--- src/hw/rtl/miller_rabin_fixed_base_prime_test_unit_macros.svh ---
// Assertion macros shared by the prime test unit.
`ifndef MILLER_RABIN_FIXED_BASE_PRIME_TEST_UNIT_MACROS_SVH
`define MILLER_RABIN_FIXED_BASE_PRIME_TEST_UNIT_MACROS_SVH

// Same-cycle implication, checked on clk outside reset.
`define MR_ASSERT_NOW(label, ante, cons, msg) \
  label: assert property (@(posedge clk) disable iff (!rst_n) (ante) |-> (cons)) \
    else $error(msg);

// Next-cycle implication, checked on clk outside reset.
`define MR_ASSERT_NEXT(label, ante, cons, msg) \
  label: assert property (@(posedge clk) disable iff (!rst_n) (ante) |=> (cons)) \
    else $error(msg);

`endif

--- src/hw/rtl/mr_pkg.sv ---
// Package with shared types, codes and the witness table of the prime test unit.
`timescale 1ns / 1ps
package mr_pkg;

  localparam int MR_NUM_BITS      = 31;
  localparam int MR_WITNESS_COUNT = 4;
  localparam int MR_WIT_W         = 2;
  localparam int MR_WIT_VAL_W     = 4;

  typedef logic [1:0] mm_op_t;
  localparam mm_op_t OP_REDUCE = 2'd0;  // base = witness mod n
  localparam mm_op_t OP_MUL    = 2'd1;  // acc = acc * base mod n
  localparam mm_op_t OP_SQB    = 2'd2;  // base = base * base mod n
  localparam mm_op_t OP_XSQ    = 2'd3;  // acc = acc * acc mod n

  typedef struct packed {
    logic   load;
    logic   decomp_step;
    logic   mm_start;
    mm_op_t mm_op;
    logic   exp_shift;
    logic   cnt_init;
    logic   cnt_inc;
    logic   next_w;
  } mr_cmd_t;

  typedef struct packed {
    logic n_small;
    logic d_even;
    logic e_zero;
    logic e_lsb;
    logic pass1;
    logic x_nm1;
    logic r_lt_s;
    logic last_w;
    logic mm_busy;
    logic mm_done;
  } mr_status_t;

  function automatic logic [MR_WIT_VAL_W-1:0] witness_value(input logic [MR_WIT_W-1:0] idx);
    logic [MR_WIT_VAL_W-1:0] v;
    case (idx)
      2'd0:    v = 4'd3;
      2'd1:    v = 4'd5;
      2'd2:    v = 4'd7;
      default: v = 4'd11;
    endcase
    return v;
  endfunction

endpackage

--- src/hw/rtl/mr_modmul.sv ---
// Iterative interleaved modular multiplier, one multiplier bit per cycle.
`timescale 1ns / 1ps
module mr_modmul
  import mr_pkg::*;
#(
  parameter int NUM_BITS = MR_NUM_BITS
) (
  input  logic                clk,
  input  logic                rst_n,
  input  logic                start,
  input  logic [NUM_BITS-1:0] mcand,
  input  logic [NUM_BITS-1:0] mplier,
  input  logic [NUM_BITS-1:0] modulus,
  output logic                busy,
  output logic                done,
  output logic [NUM_BITS-1:0] product
);

  localparam int CW = $clog2(NUM_BITS);

  logic                busy_r, busy_nxt;
  logic                done_r, done_nxt;
  logic [CW-1:0]       cnt_r, cnt_nxt;
  logic [NUM_BITS-1:0] acc_r, acc_nxt;
  logic [NUM_BITS-1:0] a_r, a_nxt;
  logic [NUM_BITS-1:0] b_r, b_nxt;
  logic [NUM_BITS:0]   t1, t1m, t2, t2m, nx;

  // Double the partial result, then add the multiplicand for the current bit,
  // reducing below the modulus after each step.
  always_comb begin
    nx  = {1'b0, modulus};
    t1  = {acc_r, 1'b0};
    t1m = (t1 >= nx) ? (t1 - nx) : t1;
    t2  = t1m + (b_r[NUM_BITS-1] ? {1'b0, a_r} : '0);
    t2m = (t2 >= nx) ? (t2 - nx) : t2;
  end

  always_comb begin
    busy_nxt = busy_r;
    done_nxt = 1'b0;
    cnt_nxt  = cnt_r;
    acc_nxt  = acc_r;
    a_nxt    = a_r;
    b_nxt    = b_r;
    if (start) begin
      busy_nxt = 1'b1;
      cnt_nxt  = CW'(NUM_BITS - 1);
      acc_nxt  = '0;
      a_nxt    = mcand;
      b_nxt    = mplier;
    end else if (busy_r) begin
      acc_nxt = t2m[NUM_BITS-1:0];
      b_nxt   = {b_r[NUM_BITS-2:0], 1'b0};
      cnt_nxt = cnt_r - 1'b1;
      if (cnt_r == '0) begin
        busy_nxt = 1'b0;
        done_nxt = 1'b1;
      end
    end
  end

  always_ff @(posedge clk) begin
    if (!rst_n) begin
      busy_r <= 1'b0;
      done_r <= 1'b0;
    end else begin
      busy_r <= busy_nxt;
      done_r <= done_nxt;
    end
    cnt_r <= cnt_nxt;
    acc_r <= acc_nxt;
    a_r   <= a_nxt;
    b_r   <= b_nxt;
  end

  assign busy    = busy_r;
  assign done    = done_r;
  assign product = acc_r;

endmodule

--- src/hw/rtl/mr_datapath.sv ---
// Datapath: candidate, n-1 split, exponent, accumulator, base and witness index.
`timescale 1ns / 1ps
module mr_datapath
  import mr_pkg::*;
#(
  parameter int NUM_BITS = MR_NUM_BITS
) (
  input  logic        clk,
  input  logic        rst_n,
  input  logic [30:0] candidate,
  input  mr_cmd_t     cmd,
  output mr_status_t  st
);

  localparam int SW = $clog2(NUM_BITS);

  logic [NUM_BITS-1:0] n_r, n_nxt;
  logic [NUM_BITS-1:0] d_r, d_nxt;
  logic [NUM_BITS-1:0] e_r, e_nxt;
  logic [NUM_BITS-1:0] acc_r, acc_nxt;
  logic [NUM_BITS-1:0] base_r, base_nxt;
  logic [SW-1:0]       s_r, s_nxt;
  logic [SW-1:0]       cnt_r, cnt_nxt;
  logic [MR_WIT_W-1:0] w_r, w_nxt;
  mm_op_t              sel_r, sel_nxt;

  logic [NUM_BITS-1:0] nm1;
  logic [NUM_BITS-1:0] mm_a, mm_b, mm_p;
  logic                mm_busy, mm_done;

  assign nm1 = n_r - 1'b1;

  always_comb begin
    case (cmd.mm_op)
      OP_REDUCE: begin
        mm_a = NUM_BITS'(1);
        mm_b = NUM_BITS'(witness_value(w_r));
      end
      OP_MUL: begin
        mm_a = base_r;
        mm_b = acc_r;
      end
      OP_SQB: begin
        mm_a = base_r;
        mm_b = base_r;
      end
      default: begin
        mm_a = acc_r;
        mm_b = acc_r;
      end
    endcase
  end

  mr_modmul #(.NUM_BITS(NUM_BITS)) u_modmul (
    .clk     (clk),
    .rst_n   (rst_n),
    .start   (cmd.mm_start),
    .mcand   (mm_a),
    .mplier  (mm_b),
    .modulus (n_r),
    .busy    (mm_busy),
    .done    (mm_done),
    .product (mm_p)
  );

  always_comb begin
    n_nxt    = n_r;
    d_nxt    = d_r;
    e_nxt    = e_r;
    acc_nxt  = acc_r;
    base_nxt = base_r;
    s_nxt    = s_r;
    cnt_nxt  = cnt_r;
    w_nxt    = w_r;
    sel_nxt  = sel_r;
    if (cmd.load) begin
      n_nxt = candidate[NUM_BITS-1:0];
      d_nxt = candidate[NUM_BITS-1:0] - 1'b1;
      s_nxt = '0;
      w_nxt = '0;
    end
    if (cmd.decomp_step) begin
      d_nxt = {1'b0, d_r[NUM_BITS-1:1]};
      s_nxt = s_r + 1'b1;
    end
    if (cmd.mm_start) begin
      sel_nxt = cmd.mm_op;
      if (cmd.mm_op == OP_REDUCE) begin
        acc_nxt = NUM_BITS'(1);
        e_nxt   = d_r;
      end
    end
    if (mm_done) begin
      case (sel_r)
        OP_REDUCE: base_nxt = mm_p;
        OP_MUL:    acc_nxt  = mm_p;
        OP_SQB:    base_nxt = mm_p;
        default:   acc_nxt  = mm_p;
      endcase
    end
    if (cmd.exp_shift) e_nxt = {1'b0, e_r[NUM_BITS-1:1]};
    if (cmd.cnt_init) cnt_nxt = SW'(1);
    if (cmd.cnt_inc) cnt_nxt = cnt_r + 1'b1;
    if (cmd.next_w) w_nxt = w_r + 1'b1;
  end

  always_ff @(posedge clk) begin
    n_r    <= n_nxt;
    d_r    <= d_nxt;
    e_r    <= e_nxt;
    acc_r  <= acc_nxt;
    base_r <= base_nxt;
    s_r    <= s_nxt;
    cnt_r  <= cnt_nxt;
    w_r    <= w_nxt;
    sel_r  <= sel_nxt;
  end

  always_comb begin
    st.n_small = (n_r < NUM_BITS'(2));
    st.d_even  = ~d_r[0];
    st.e_zero  = (e_r == '0);
    st.e_lsb   = e_r[0];
    st.x_nm1   = (acc_r == nm1);
    st.pass1   = (acc_r == NUM_BITS'(1)) || (acc_r == nm1);
    st.r_lt_s  = (cnt_r < s_r);
    st.last_w  = (w_r == MR_WIT_W'(MR_WITNESS_COUNT - 1));
    st.mm_busy = mm_busy;
    st.mm_done = mm_done;
  end

endmodule

--- src/hw/rtl/mr_ctrl.sv ---
// Controller state machine and output register of the prime test unit.
`timescale 1ns / 1ps
`include "miller_rabin_fixed_base_prime_test_unit_macros.svh"
module mr_ctrl
  import mr_pkg::*;
(
  input  logic       clk,
  input  logic       rst_n,
  input  logic       in_tvalid,
  output logic       in_tready,
  output logic       out_tvalid,
  input  logic       out_tready,
  output logic       out_prime,
  output logic       out_invalid,
  output mr_cmd_t    cmd,
  input  mr_status_t st
);

  localparam logic [3:0] S_IDLE   = 4'd0;
  localparam logic [3:0] S_CHK    = 4'd1;
  localparam logic [3:0] S_DECOMP = 4'd2;
  localparam logic [3:0] S_RED_GO = 4'd3;
  localparam logic [3:0] S_RED_W  = 4'd4;
  localparam logic [3:0] S_EXP    = 4'd5;
  localparam logic [3:0] S_MUL_W  = 4'd6;
  localparam logic [3:0] S_SQB_GO = 4'd7;
  localparam logic [3:0] S_SQB_W  = 4'd8;
  localparam logic [3:0] S_TEST   = 4'd9;
  localparam logic [3:0] S_SQ     = 4'd10;
  localparam logic [3:0] S_SQ_W   = 4'd11;
  localparam logic [3:0] S_SQ_CHK = 4'd12;
  localparam logic [3:0] S_NEXT   = 4'd13;
  localparam logic [3:0] S_DONE   = 4'd14;

  logic [3:0] state_r, state_nxt;
  logic       res_prime_r, res_prime_nxt;
  logic       res_inv_r, res_inv_nxt;
  logic       ovalid_r, ovalid_nxt;
  logic       oprime_r, oprime_nxt;
  logic       oinv_r, oinv_nxt;
  logic       out_free;

  assign out_free  = !ovalid_r || out_tready;
  assign in_tready = (state_r == S_IDLE);

  always_comb begin
    state_nxt     = state_r;
    res_prime_nxt = res_prime_r;
    res_inv_nxt   = res_inv_r;
    ovalid_nxt    = ovalid_r && !out_tready;
    oprime_nxt    = oprime_r;
    oinv_nxt      = oinv_r;
    cmd           = '0;
    cmd.mm_op     = OP_REDUCE;
    case (state_r)
      S_IDLE: begin
        if (in_tvalid) begin
          cmd.load  = 1'b1;
          state_nxt = S_CHK;
        end
      end
      S_CHK: begin
        if (st.n_small) begin
          res_prime_nxt = 1'b0;
          res_inv_nxt   = 1'b1;
          state_nxt     = S_DONE;
        end else begin
          state_nxt = S_DECOMP;
        end
      end
      S_DECOMP: begin
        if (st.d_even) cmd.decomp_step = 1'b1;
        else state_nxt = S_RED_GO;
      end
      S_RED_GO: begin
        cmd.mm_start = 1'b1;
        cmd.mm_op    = OP_REDUCE;
        state_nxt    = S_RED_W;
      end
      S_RED_W: begin
        if (st.mm_done) state_nxt = S_EXP;
      end
      S_EXP: begin
        if (st.e_zero) begin
          state_nxt = S_TEST;
        end else if (st.e_lsb) begin
          cmd.mm_start = 1'b1;
          cmd.mm_op    = OP_MUL;
          state_nxt    = S_MUL_W;
        end else begin
          state_nxt = S_SQB_GO;
        end
      end
      S_MUL_W: begin
        if (st.mm_done) state_nxt = S_SQB_GO;
      end
      S_SQB_GO: begin
        cmd.mm_start = 1'b1;
        cmd.mm_op    = OP_SQB;
        state_nxt    = S_SQB_W;
      end
      S_SQB_W: begin
        if (st.mm_done) begin
          cmd.exp_shift = 1'b1;
          state_nxt     = S_EXP;
        end
      end
      S_TEST: begin
        if (st.pass1) begin
          state_nxt = S_NEXT;
        end else begin
          cmd.cnt_init = 1'b1;
          state_nxt    = S_SQ;
        end
      end
      S_SQ: begin
        if (st.r_lt_s) begin
          cmd.mm_start = 1'b1;
          cmd.mm_op    = OP_XSQ;
          state_nxt    = S_SQ_W;
        end else begin
          res_prime_nxt = 1'b0;
          res_inv_nxt   = 1'b0;
          state_nxt     = S_DONE;
        end
      end
      S_SQ_W: begin
        if (st.mm_done) begin
          cmd.cnt_inc = 1'b1;
          state_nxt   = S_SQ_CHK;
        end
      end
      S_SQ_CHK: begin
        state_nxt = st.x_nm1 ? S_NEXT : S_SQ;
      end
      S_NEXT: begin
        if (st.last_w) begin
          res_prime_nxt = 1'b1;
          res_inv_nxt   = 1'b0;
          state_nxt     = S_DONE;
        end else begin
          cmd.next_w = 1'b1;
          state_nxt  = S_RED_GO;
        end
      end
      S_DONE: begin
        if (out_free) begin
          ovalid_nxt = 1'b1;
          oprime_nxt = res_prime_r;
          oinv_nxt   = res_inv_r;
          state_nxt  = S_IDLE;
        end
      end
      default: state_nxt = S_IDLE;
    endcase
  end

  always_ff @(posedge clk) begin
    if (!rst_n) begin
      state_r  <= S_IDLE;
      ovalid_r <= 1'b0;
    end else begin
      state_r  <= state_nxt;
      ovalid_r <= ovalid_nxt;
    end
    res_prime_r <= res_prime_nxt;
    res_inv_r   <= res_inv_nxt;
    oprime_r    <= oprime_nxt;
    oinv_r      <= oinv_nxt;
  end

  assign out_tvalid  = ovalid_r;
  assign out_prime   = oprime_r;
  assign out_invalid = oinv_r;

  `MR_ASSERT_NOW(a_inv_not_prime, ovalid_r && oinv_r, !oprime_r, "invalid beat flagged prime")
  `MR_ASSERT_NOW(a_start_idle_mm, cmd.mm_start, !st.mm_busy, "multiply started while busy")
  `MR_ASSERT_NEXT(a_accept_chk, in_tvalid && in_tready, state_r == S_CHK, "accept not followed by check")
  `MR_ASSERT_NOW(a_done_in_wait, st.mm_done, state_r == S_RED_W || state_r == S_MUL_W ||
                 state_r == S_SQB_W || state_r == S_SQ_W, "multiply finished outside a wait state")

endmodule

--- src/hw/rtl/miller_rabin_fixed_base_prime_test_unit.sv ---
// Top level of the fixed-witness Miller-Rabin prime test unit.
`timescale 1ns / 1ps
// One candidate is taken per in_ beat and one result beat comes back for it. Inputs below two
// return invalid_input set. Otherwise the unit tests witnesses 3, 5, 7 and 11 in turn and stops
// at the first that fails. Every modular multiply runs on one shared bit-serial multiplier, so
// an item takes roughly (witnesses tried) x (about 1.5 x NUM_BITS + s) multiplies. A new
// candidate is taken once the previous result sits in the output register.
module miller_rabin_fixed_base_prime_test_unit
  import mr_pkg::*;
#(
  parameter int NUM_BITS = MR_NUM_BITS
) (
  input  logic        clk,
  input  logic        rst_n,
  input  logic        in_tvalid,
  output logic        in_tready,
  input  logic [31:0] in_tdata,   // [30:0] candidate
  output logic        out_tvalid,
  input  logic        out_tready,
  output logic [7:0]  out_tdata   // [0] probable_prime, [1] invalid_input
);

  mr_cmd_t    cmd;
  mr_status_t st;
  logic       prime, invalid;

  mr_ctrl u_ctrl (
    .clk         (clk),
    .rst_n       (rst_n),
    .in_tvalid   (in_tvalid),
    .in_tready   (in_tready),
    .out_tvalid  (out_tvalid),
    .out_tready  (out_tready),
    .out_prime   (prime),
    .out_invalid (invalid),
    .cmd         (cmd),
    .st          (st)
  );

  mr_datapath #(.NUM_BITS(NUM_BITS)) u_datapath (
    .clk       (clk),
    .rst_n     (rst_n),
    .candidate (in_tdata[30:0]),
    .cmd       (cmd),
    .st        (st)
  );

  assign out_tdata = {6'b0, invalid, prime};

endmodule
--- config.mk ---
export PLATFORM = sky130hd
export DESIGN_NAME = miller_rabin_fixed_base_prime_test_unit
export DESIGN_NICKNAME = d
export VERILOG_FILES = /design/src/hw/rtl/mr_pkg.sv /design/src/hw/rtl/mr_modmul.sv /design/src/hw/rtl/mr_datapath.sv /design/src/hw/rtl/mr_ctrl.sv /design/src/hw/rtl/miller_rabin_fixed_base_prime_test_unit.sv
export VERILOG_INCLUDE_DIRS = /design/src /design/src/hw/rtl
export SDC_FILE = /design/constraint.sdc
export NUM_CORES = 1
export LEC_CHECK = 0
export BUFFER_PORTS_ARGS = -buffer_cell sky130_fd_sc_hd__clkbuf_2
export CAP_MARGIN = 0
export CORE_UTILIZATION = 40
export CTS_BUF_LIST = sky130_fd_sc_hd__clkbuf_4 sky130_fd_sc_hd__clkbuf_8
export DETAILED_ROUTE_END_ITERATION = 7
export PLACE_DENSITY = 0.62
export SLEW_MARGIN = 25
export SYNTH_ARGS = -nofsm -noshare
export SYNTH_HDL_FRONTEND = slang
export SYNTH_SLANG_ARGS = --single-unit
--- constraint.sdc ---
create_clock -name clk -period 9.1 [get_ports clk]
set_input_delay 0.91 -clock clk [delete_from_list [all_inputs] [get_ports clk]]
set_output_delay 0.91 -clock clk [all_outputs]
set_load 0.01 [all_outputs]
Yosys cells after proc, flatten, opt, wreduce, memory -nomap -nowiden
Cells that the tools add are included.

word-level totals
  bits in registers = 278
  latch bits = 0
  bits in writable memories = 0
  ROM bits = 0
  output and inout bits = 10
  word-level logic and storage cells = 162
  memories = 0

operators by class
  $add $sub $neg = 9
  $mul = 0
  divide/modulo/power cells = 0
  order comparisons = 4
  equal/unequal tests = 31
  shifts and indexed selects = 0
  mux-type cells = 65
  bitwise operators = 2
  reduce and logical (&&, ||, !) cells = 28

operator list
  kind                   number
  $mux 31                8
  $mux 30                5
  $pmux 31 s2            2
  $ge 32x31->1           2
  $sub 31x1->31 const B  2
  $pmux 4 s14            1
  $mux 4                 9
  $add 32x31->32         1
  $mux 32                1
  $sub 32x31->32         1
  $eq 31x1->1 const B    1
  $eq 31x31->1           1
  $logic_not 31->1       1
  $lt 31x2->1 const B    1
  $sub 31x31->31         1
  $eq 4x4->1 const B     7
  $mux 1                 23
  $mux 5                 4
  $mux 3                 6
  $eq 4x3->1 const B     4
  $pmux 3 s4             1
  $pmux 4 s3             1
  $reduce_bool 2->1      6
  $add 5x1->5 const B    2
  other kinds (24)       48

Depth between registers and ports, before layout
  depth in word-level cells = 8
  mapped depth = 34
  mapped depth without buffers = 31

Cells and area by module
Synthesis repeated with hierarchy kept, for this count alone.

second synthesis, totals
  cells, all modules = 1900
  area, all modules = 18629.1 um^2

modules (own cells, without submodules)
  module                                   times used  cells an instance  area an instance (um^2)  seq. area each (um^2)
  mr_modmul                                1           1051               9217.6                   2622.5
  mr_datapath                              1           735                8541.9                   4714.5
  mr_ctrl                                  1           105                805.8                    220.2
  miller_rabin_fixed_base_prime_test_unit  1           9                  63.8                     0.0

Worst setup path before layout
No wires, ideal clock.

  path type = register to register
  from = register u_datapath.n_r[19]
  to = register u_datapath.u_modmul.acc_r[20], in the netlist u_datapath.u_modmul.product[20]
  setup time = 0.116 ns
  arrival time = 6.867 ns
  data required time = 8.984 ns
  slack = 2.117 ns
  stages on the path, launching flop included = 31
  buffers on the path = 3
  period minus slack after synthesis = 6.983 ns
  cells stage by stage = edfxtp_1 inv_1 ha_1 clkbuf_1 a2111oi_0 o21ai_0 a32oi_1 o21ai_0 a31oi_2 clkbuf_1 o21ai_0 ha_1 nor2b_1 o211ai_1 a21boi_0 o21a_1 o21a_1 o21ai_0 or4b_2 o311ai_0 ha_1 and4_1 o21ai_0 o211ai_4 o311a_1 o31ai_1 a21bo_2 o21a_1 buf_2 or3_1 and3b_1

on the way
  longest elaborated chain between the ends = 5

RTL lines
  item                                            RTL line            source
  start, declared                                 mr_datapath.sv:17   logic [NUM_BITS-1:0] n_r, n_nxt;
  start signal, assigned                          mr_datapath.sv:108  n_r <= n_nxt;
  $sub 32x31->32 or $ge 32x31->1 (tied branches)  mr_modmul.sv:34     t1m = (t1 >= nx) ? (t1 - nx) : t1;
  $mux 32                                         mr_modmul.sv:34
  $add 32x31->32                                  mr_modmul.sv:35     t2 = t1m + (b_r[NUM_BITS-1] ? {1'b0, a_r} : '0);
  $sub 31x31->31 or $ge 32x31->1 (tied branches)  mr_modmul.sv:36     t2m = (t2 >= nx) ? (t2 - nx) : t2;
  $mux 31 *                                       mr_modmul.sv:36
  end signal, assigned                            mr_modmul.sv:72     acc_r <= acc_nxt;
  end, declared                                   mr_modmul.sv:24     logic [NUM_BITS-1:0] acc_r, acc_nxt;

Every way passes the cells marked *; elsewhere a longest branch is shown, timed or not.
A chain may end at the register's enable or synchronous reset.

Final worst setup path
  from = register u_datapath.n_r[19]
  to = register u_datapath.u_modmul.acc_r[29], in the netlist u_datapath.u_modmul.product[29]

Same word-level chain as after synthesis.

==> results.yml <==
critical_path:
  cp-startpoint: "u_datapath.n_r[19]"
  cp.arrival_ps: 8950
  crit_buf_inv: 2
  regToRegEndpoint: "u_datapath.u_modmul.product[29]"
  cp_max_fo: 14
  reg2reg_from: "u_datapath.n_r[19]"
  critPathKind: "reg2reg"
  end_kind: "flop"
  worst_setup_path_start_kind: "flop"
  r2r_slack_ps: 620
  critical_path.slowest_cell: "a2111oi_0"
  critPathRequiredTime_ps: 9570
  rr_worst_depth: 29
  worst-path-stages: 29
  cp_top_family: "compound AO/OA/AOI/OAI gates"
  cp_slowest_stage_delay_ps: 810
  crit_path_end: "u_datapath.u_modmul.product[29]"
sta:
  fin_skew_ps: 36.6
  relSlewSlack: 0.284
  fin_tns_setup_ps: 0
  finalHoldViolCount: 0
  period_needed_ps: 8480
  fmax_mhz: 118
  grt_setup_unrepaired: "no"
  slew_viol_final: 0
  period_share: 0.932
  setup_viol: 0
  tightest_slew_ps: 1070
  fin_hold_ws_ps: 397
clocking:
  post-cts-setup-buffers: 0
  clk_pin_slew_ps: 60
  htree_levels: 2
  clock_latency_ps: 630
  clock-root-buffer: "clkbuf_8"
  cts_buffers: 48
  clock-sinks: 277
  cts_tree: "built"
  cts_buffer_depth: 3
  cts_resized: 0
  cts_hold_buf: 0
die:
  io_pins: 46
  start_util: 0.406
  rows: 78
  dieArea_um2: 47000
  core-area_um2: 45400
  fp.dieW_um: 217
  die_h_um: 217
drt:
  ant_nets: 0
  firstDrtPassIters: 6
  first_iter_violations: 1058
  vias: 15300
  routed_wl_um: 51600
  post_drt_wl_per_cell_um: 19.6
  routed_via_density: 5.80
  route.detailed.drc: 0
placed_design:
  placed_cells: 2548
  port_buffers: 38
  place_hpwl_um: 38300
  gp_congestion: 0.917
synthesis:
  synth.distinct_cells: 90
  synth_top_cell_area_share: 0.327
  netlist_instances: 1979
  syn_area_um2: 18400
  synth_edf_count: 201
  synthArstFlopShare: 0
  ys_ff_latch: 277
  ys_warn_count: 0
  synth_area_leaders: "edfxtp_1 33%, dfxtp_1 8.3%, ha_1 7.3%, xnor2_1 5.0%, nand2_1 4.1%"
  netlist.top_cell.by_area: "edfxtp_1"
  synth.avg_cell_area_um2: 9.32
  synthFlopType: "edfxtp_1"
  yosysSeqAreaShare: 0.410
global_routing:
  grt_max_degree: 66
  grt_usage: 0.218
  grt_antenna_before_repair: 0
  grt_pass1_vias: 14600
  gr-total-overflow: 0
  grt_pass1_wl_um: 80500
status:
  status: "finished clean"
worst_hold_path:
  worstHoldPathType: "reg2reg"
layout:
  syn2layout_area_growth_pct: 10.1
  final_cells: 2635
  final_nets: 2145
  drive_gt1_frac: 0.109
  antenna_cells: 0
  final_core_util: 0.447
flow_run:
  cap_violations: 0
-- registers in the layout, summed over array words and instances, names as in the netlist, 31 cells and up --
register / count
u_datapath.base_r: 31
u_datapath.u_modmul.b_r: 31
u_datapath.u_modmul.product: 31
u_datapath.d_r: 31
u_datapath.n_r: 31
u_datapath.u_modmul.a_r: 31
u_datapath.acc_r: 31
u_datapath.e_r: 31
-- cell families after synthesis --
family | share of synthesized area
buf+inv | 0.0397
xor+xnor | 0.0698
fa+ha+maj | 0.0765
mux | 0.0271
compound gates | 0.188
flops | 0.410
other cells | 0.000203
simple gates | 0.188
-- worst register-to-register path, delay by kind of cell, from the launching register on --
family | cells | cell delay, ps
AO/OA/AOI/OAI | 19 | 5180
multiplexers | 1 | 410
flip-flops | 1 | 490
AND/OR/NAND/NOR | 4 | 900
adder cells (fa/ha/maj) | 3 | 1020
buffers and inverters | 2 | 340
-- area by class of cell --
cell class | instances | area, um2
multi-input combinational | 1524 | 10200
timing repair buffer | 64 | 398
clock inverter | 15 | 198
fill | 4399 | 25100
sequential | 277 | 7560
tap | 600 | 751
clock buffer | 72 | 872
inverter | 83 | 312
-- metrics by stage --
| step | setup WS, ps | area (um2) |
|---|---|---|
| after floorplan | 2120 | 18500 |
| after global placement | 734 | 19200 |
| after detailed placement | 636 | 19200 |
| after CTS | 611 | 20300 |
| after global routing | 29.5 | 20300 |
| final | 619 | 20300 |
-- worst min path at each step --
stage	from	end	slack, ps	cells past startpoint
2_1_floorplan	u_ctrl.res_inv_r	u_ctrl.out_invalid	400	0
3_3_place_gp	u_ctrl.res_inv_r	u_ctrl.out_invalid	400	0
3_5_place_dp	u_ctrl.res_inv_r	u_ctrl.out_invalid	410	0
4_1_cts	u_ctrl.res_inv_r	u_ctrl.out_invalid	410	0
5_1_grt	u_ctrl.res_inv_r	u_ctrl.out_invalid	420	0
6_report	u_ctrl.res_inv_r	u_ctrl.out_invalid	400	0
-- cells in the mapped netlist, types with 7 or more instances --
master    count
xnor2_1     105
inv_1        82
o21bai_1     10
a211oi_1     14
edfxtp_1    201
mux2_2       32
buf_4        10
o211ai_1     14
nor2b_1      15
nand3_1     121
a21o_1       37
or3_1        10
or4_1         9
dfxtp_1      76
or2_2         9
ha_1        108
clkbuf_1     77
o31ai_1      20
a31oi_1      26
o21a_1       14
nand2b_1     26
mux2i_1      14
a21boi_0      8
nand2_1     202
and3_1        7
xor2_1       42
a22o_1       59
nor4_1       28
nor3_1       53
nand4_1      28
buf_1         7
and2_1       39
o21ai_0     138
nor2_1      113
a21oi_1     107
-- placed cells by master, fill, tap and decap left out, types with 32 or more instances in the layout --
cell type and instances:
nand2_1 202, o21ai_0 138, clkbuf_2 38, dfxtp_1 75, nor3_1 53, a21oi_1 106
a21o_1 37, a22o_1 59, ha_1 108, nand3_1 121, nor2_1 111, xnor2_1 105
and2_1 39, xor2_1 42, mux2_2 32, clkbuf_8 53, edfxtp_1 201, inv_1 81
-- routing by layer --
| layer | GRT usage | part of all wire | up-vias |
|---|---|---|---|
| li1 | - | - | 7378 |
| met1 | 0.295 | 0.45 | 7338 |
| met2 | 0.352 | 0.46 | 481 |
| met3 | 0.0281 | 0.061 | 87 |
| met4 | 0.0847 | 0.030 | 0 |
| met5 | 0 | 0 | - |
Power is left out: the tool's default activity adds up to more than one toggle a clock period on the data nets, which glitch-free logic cannot reach.
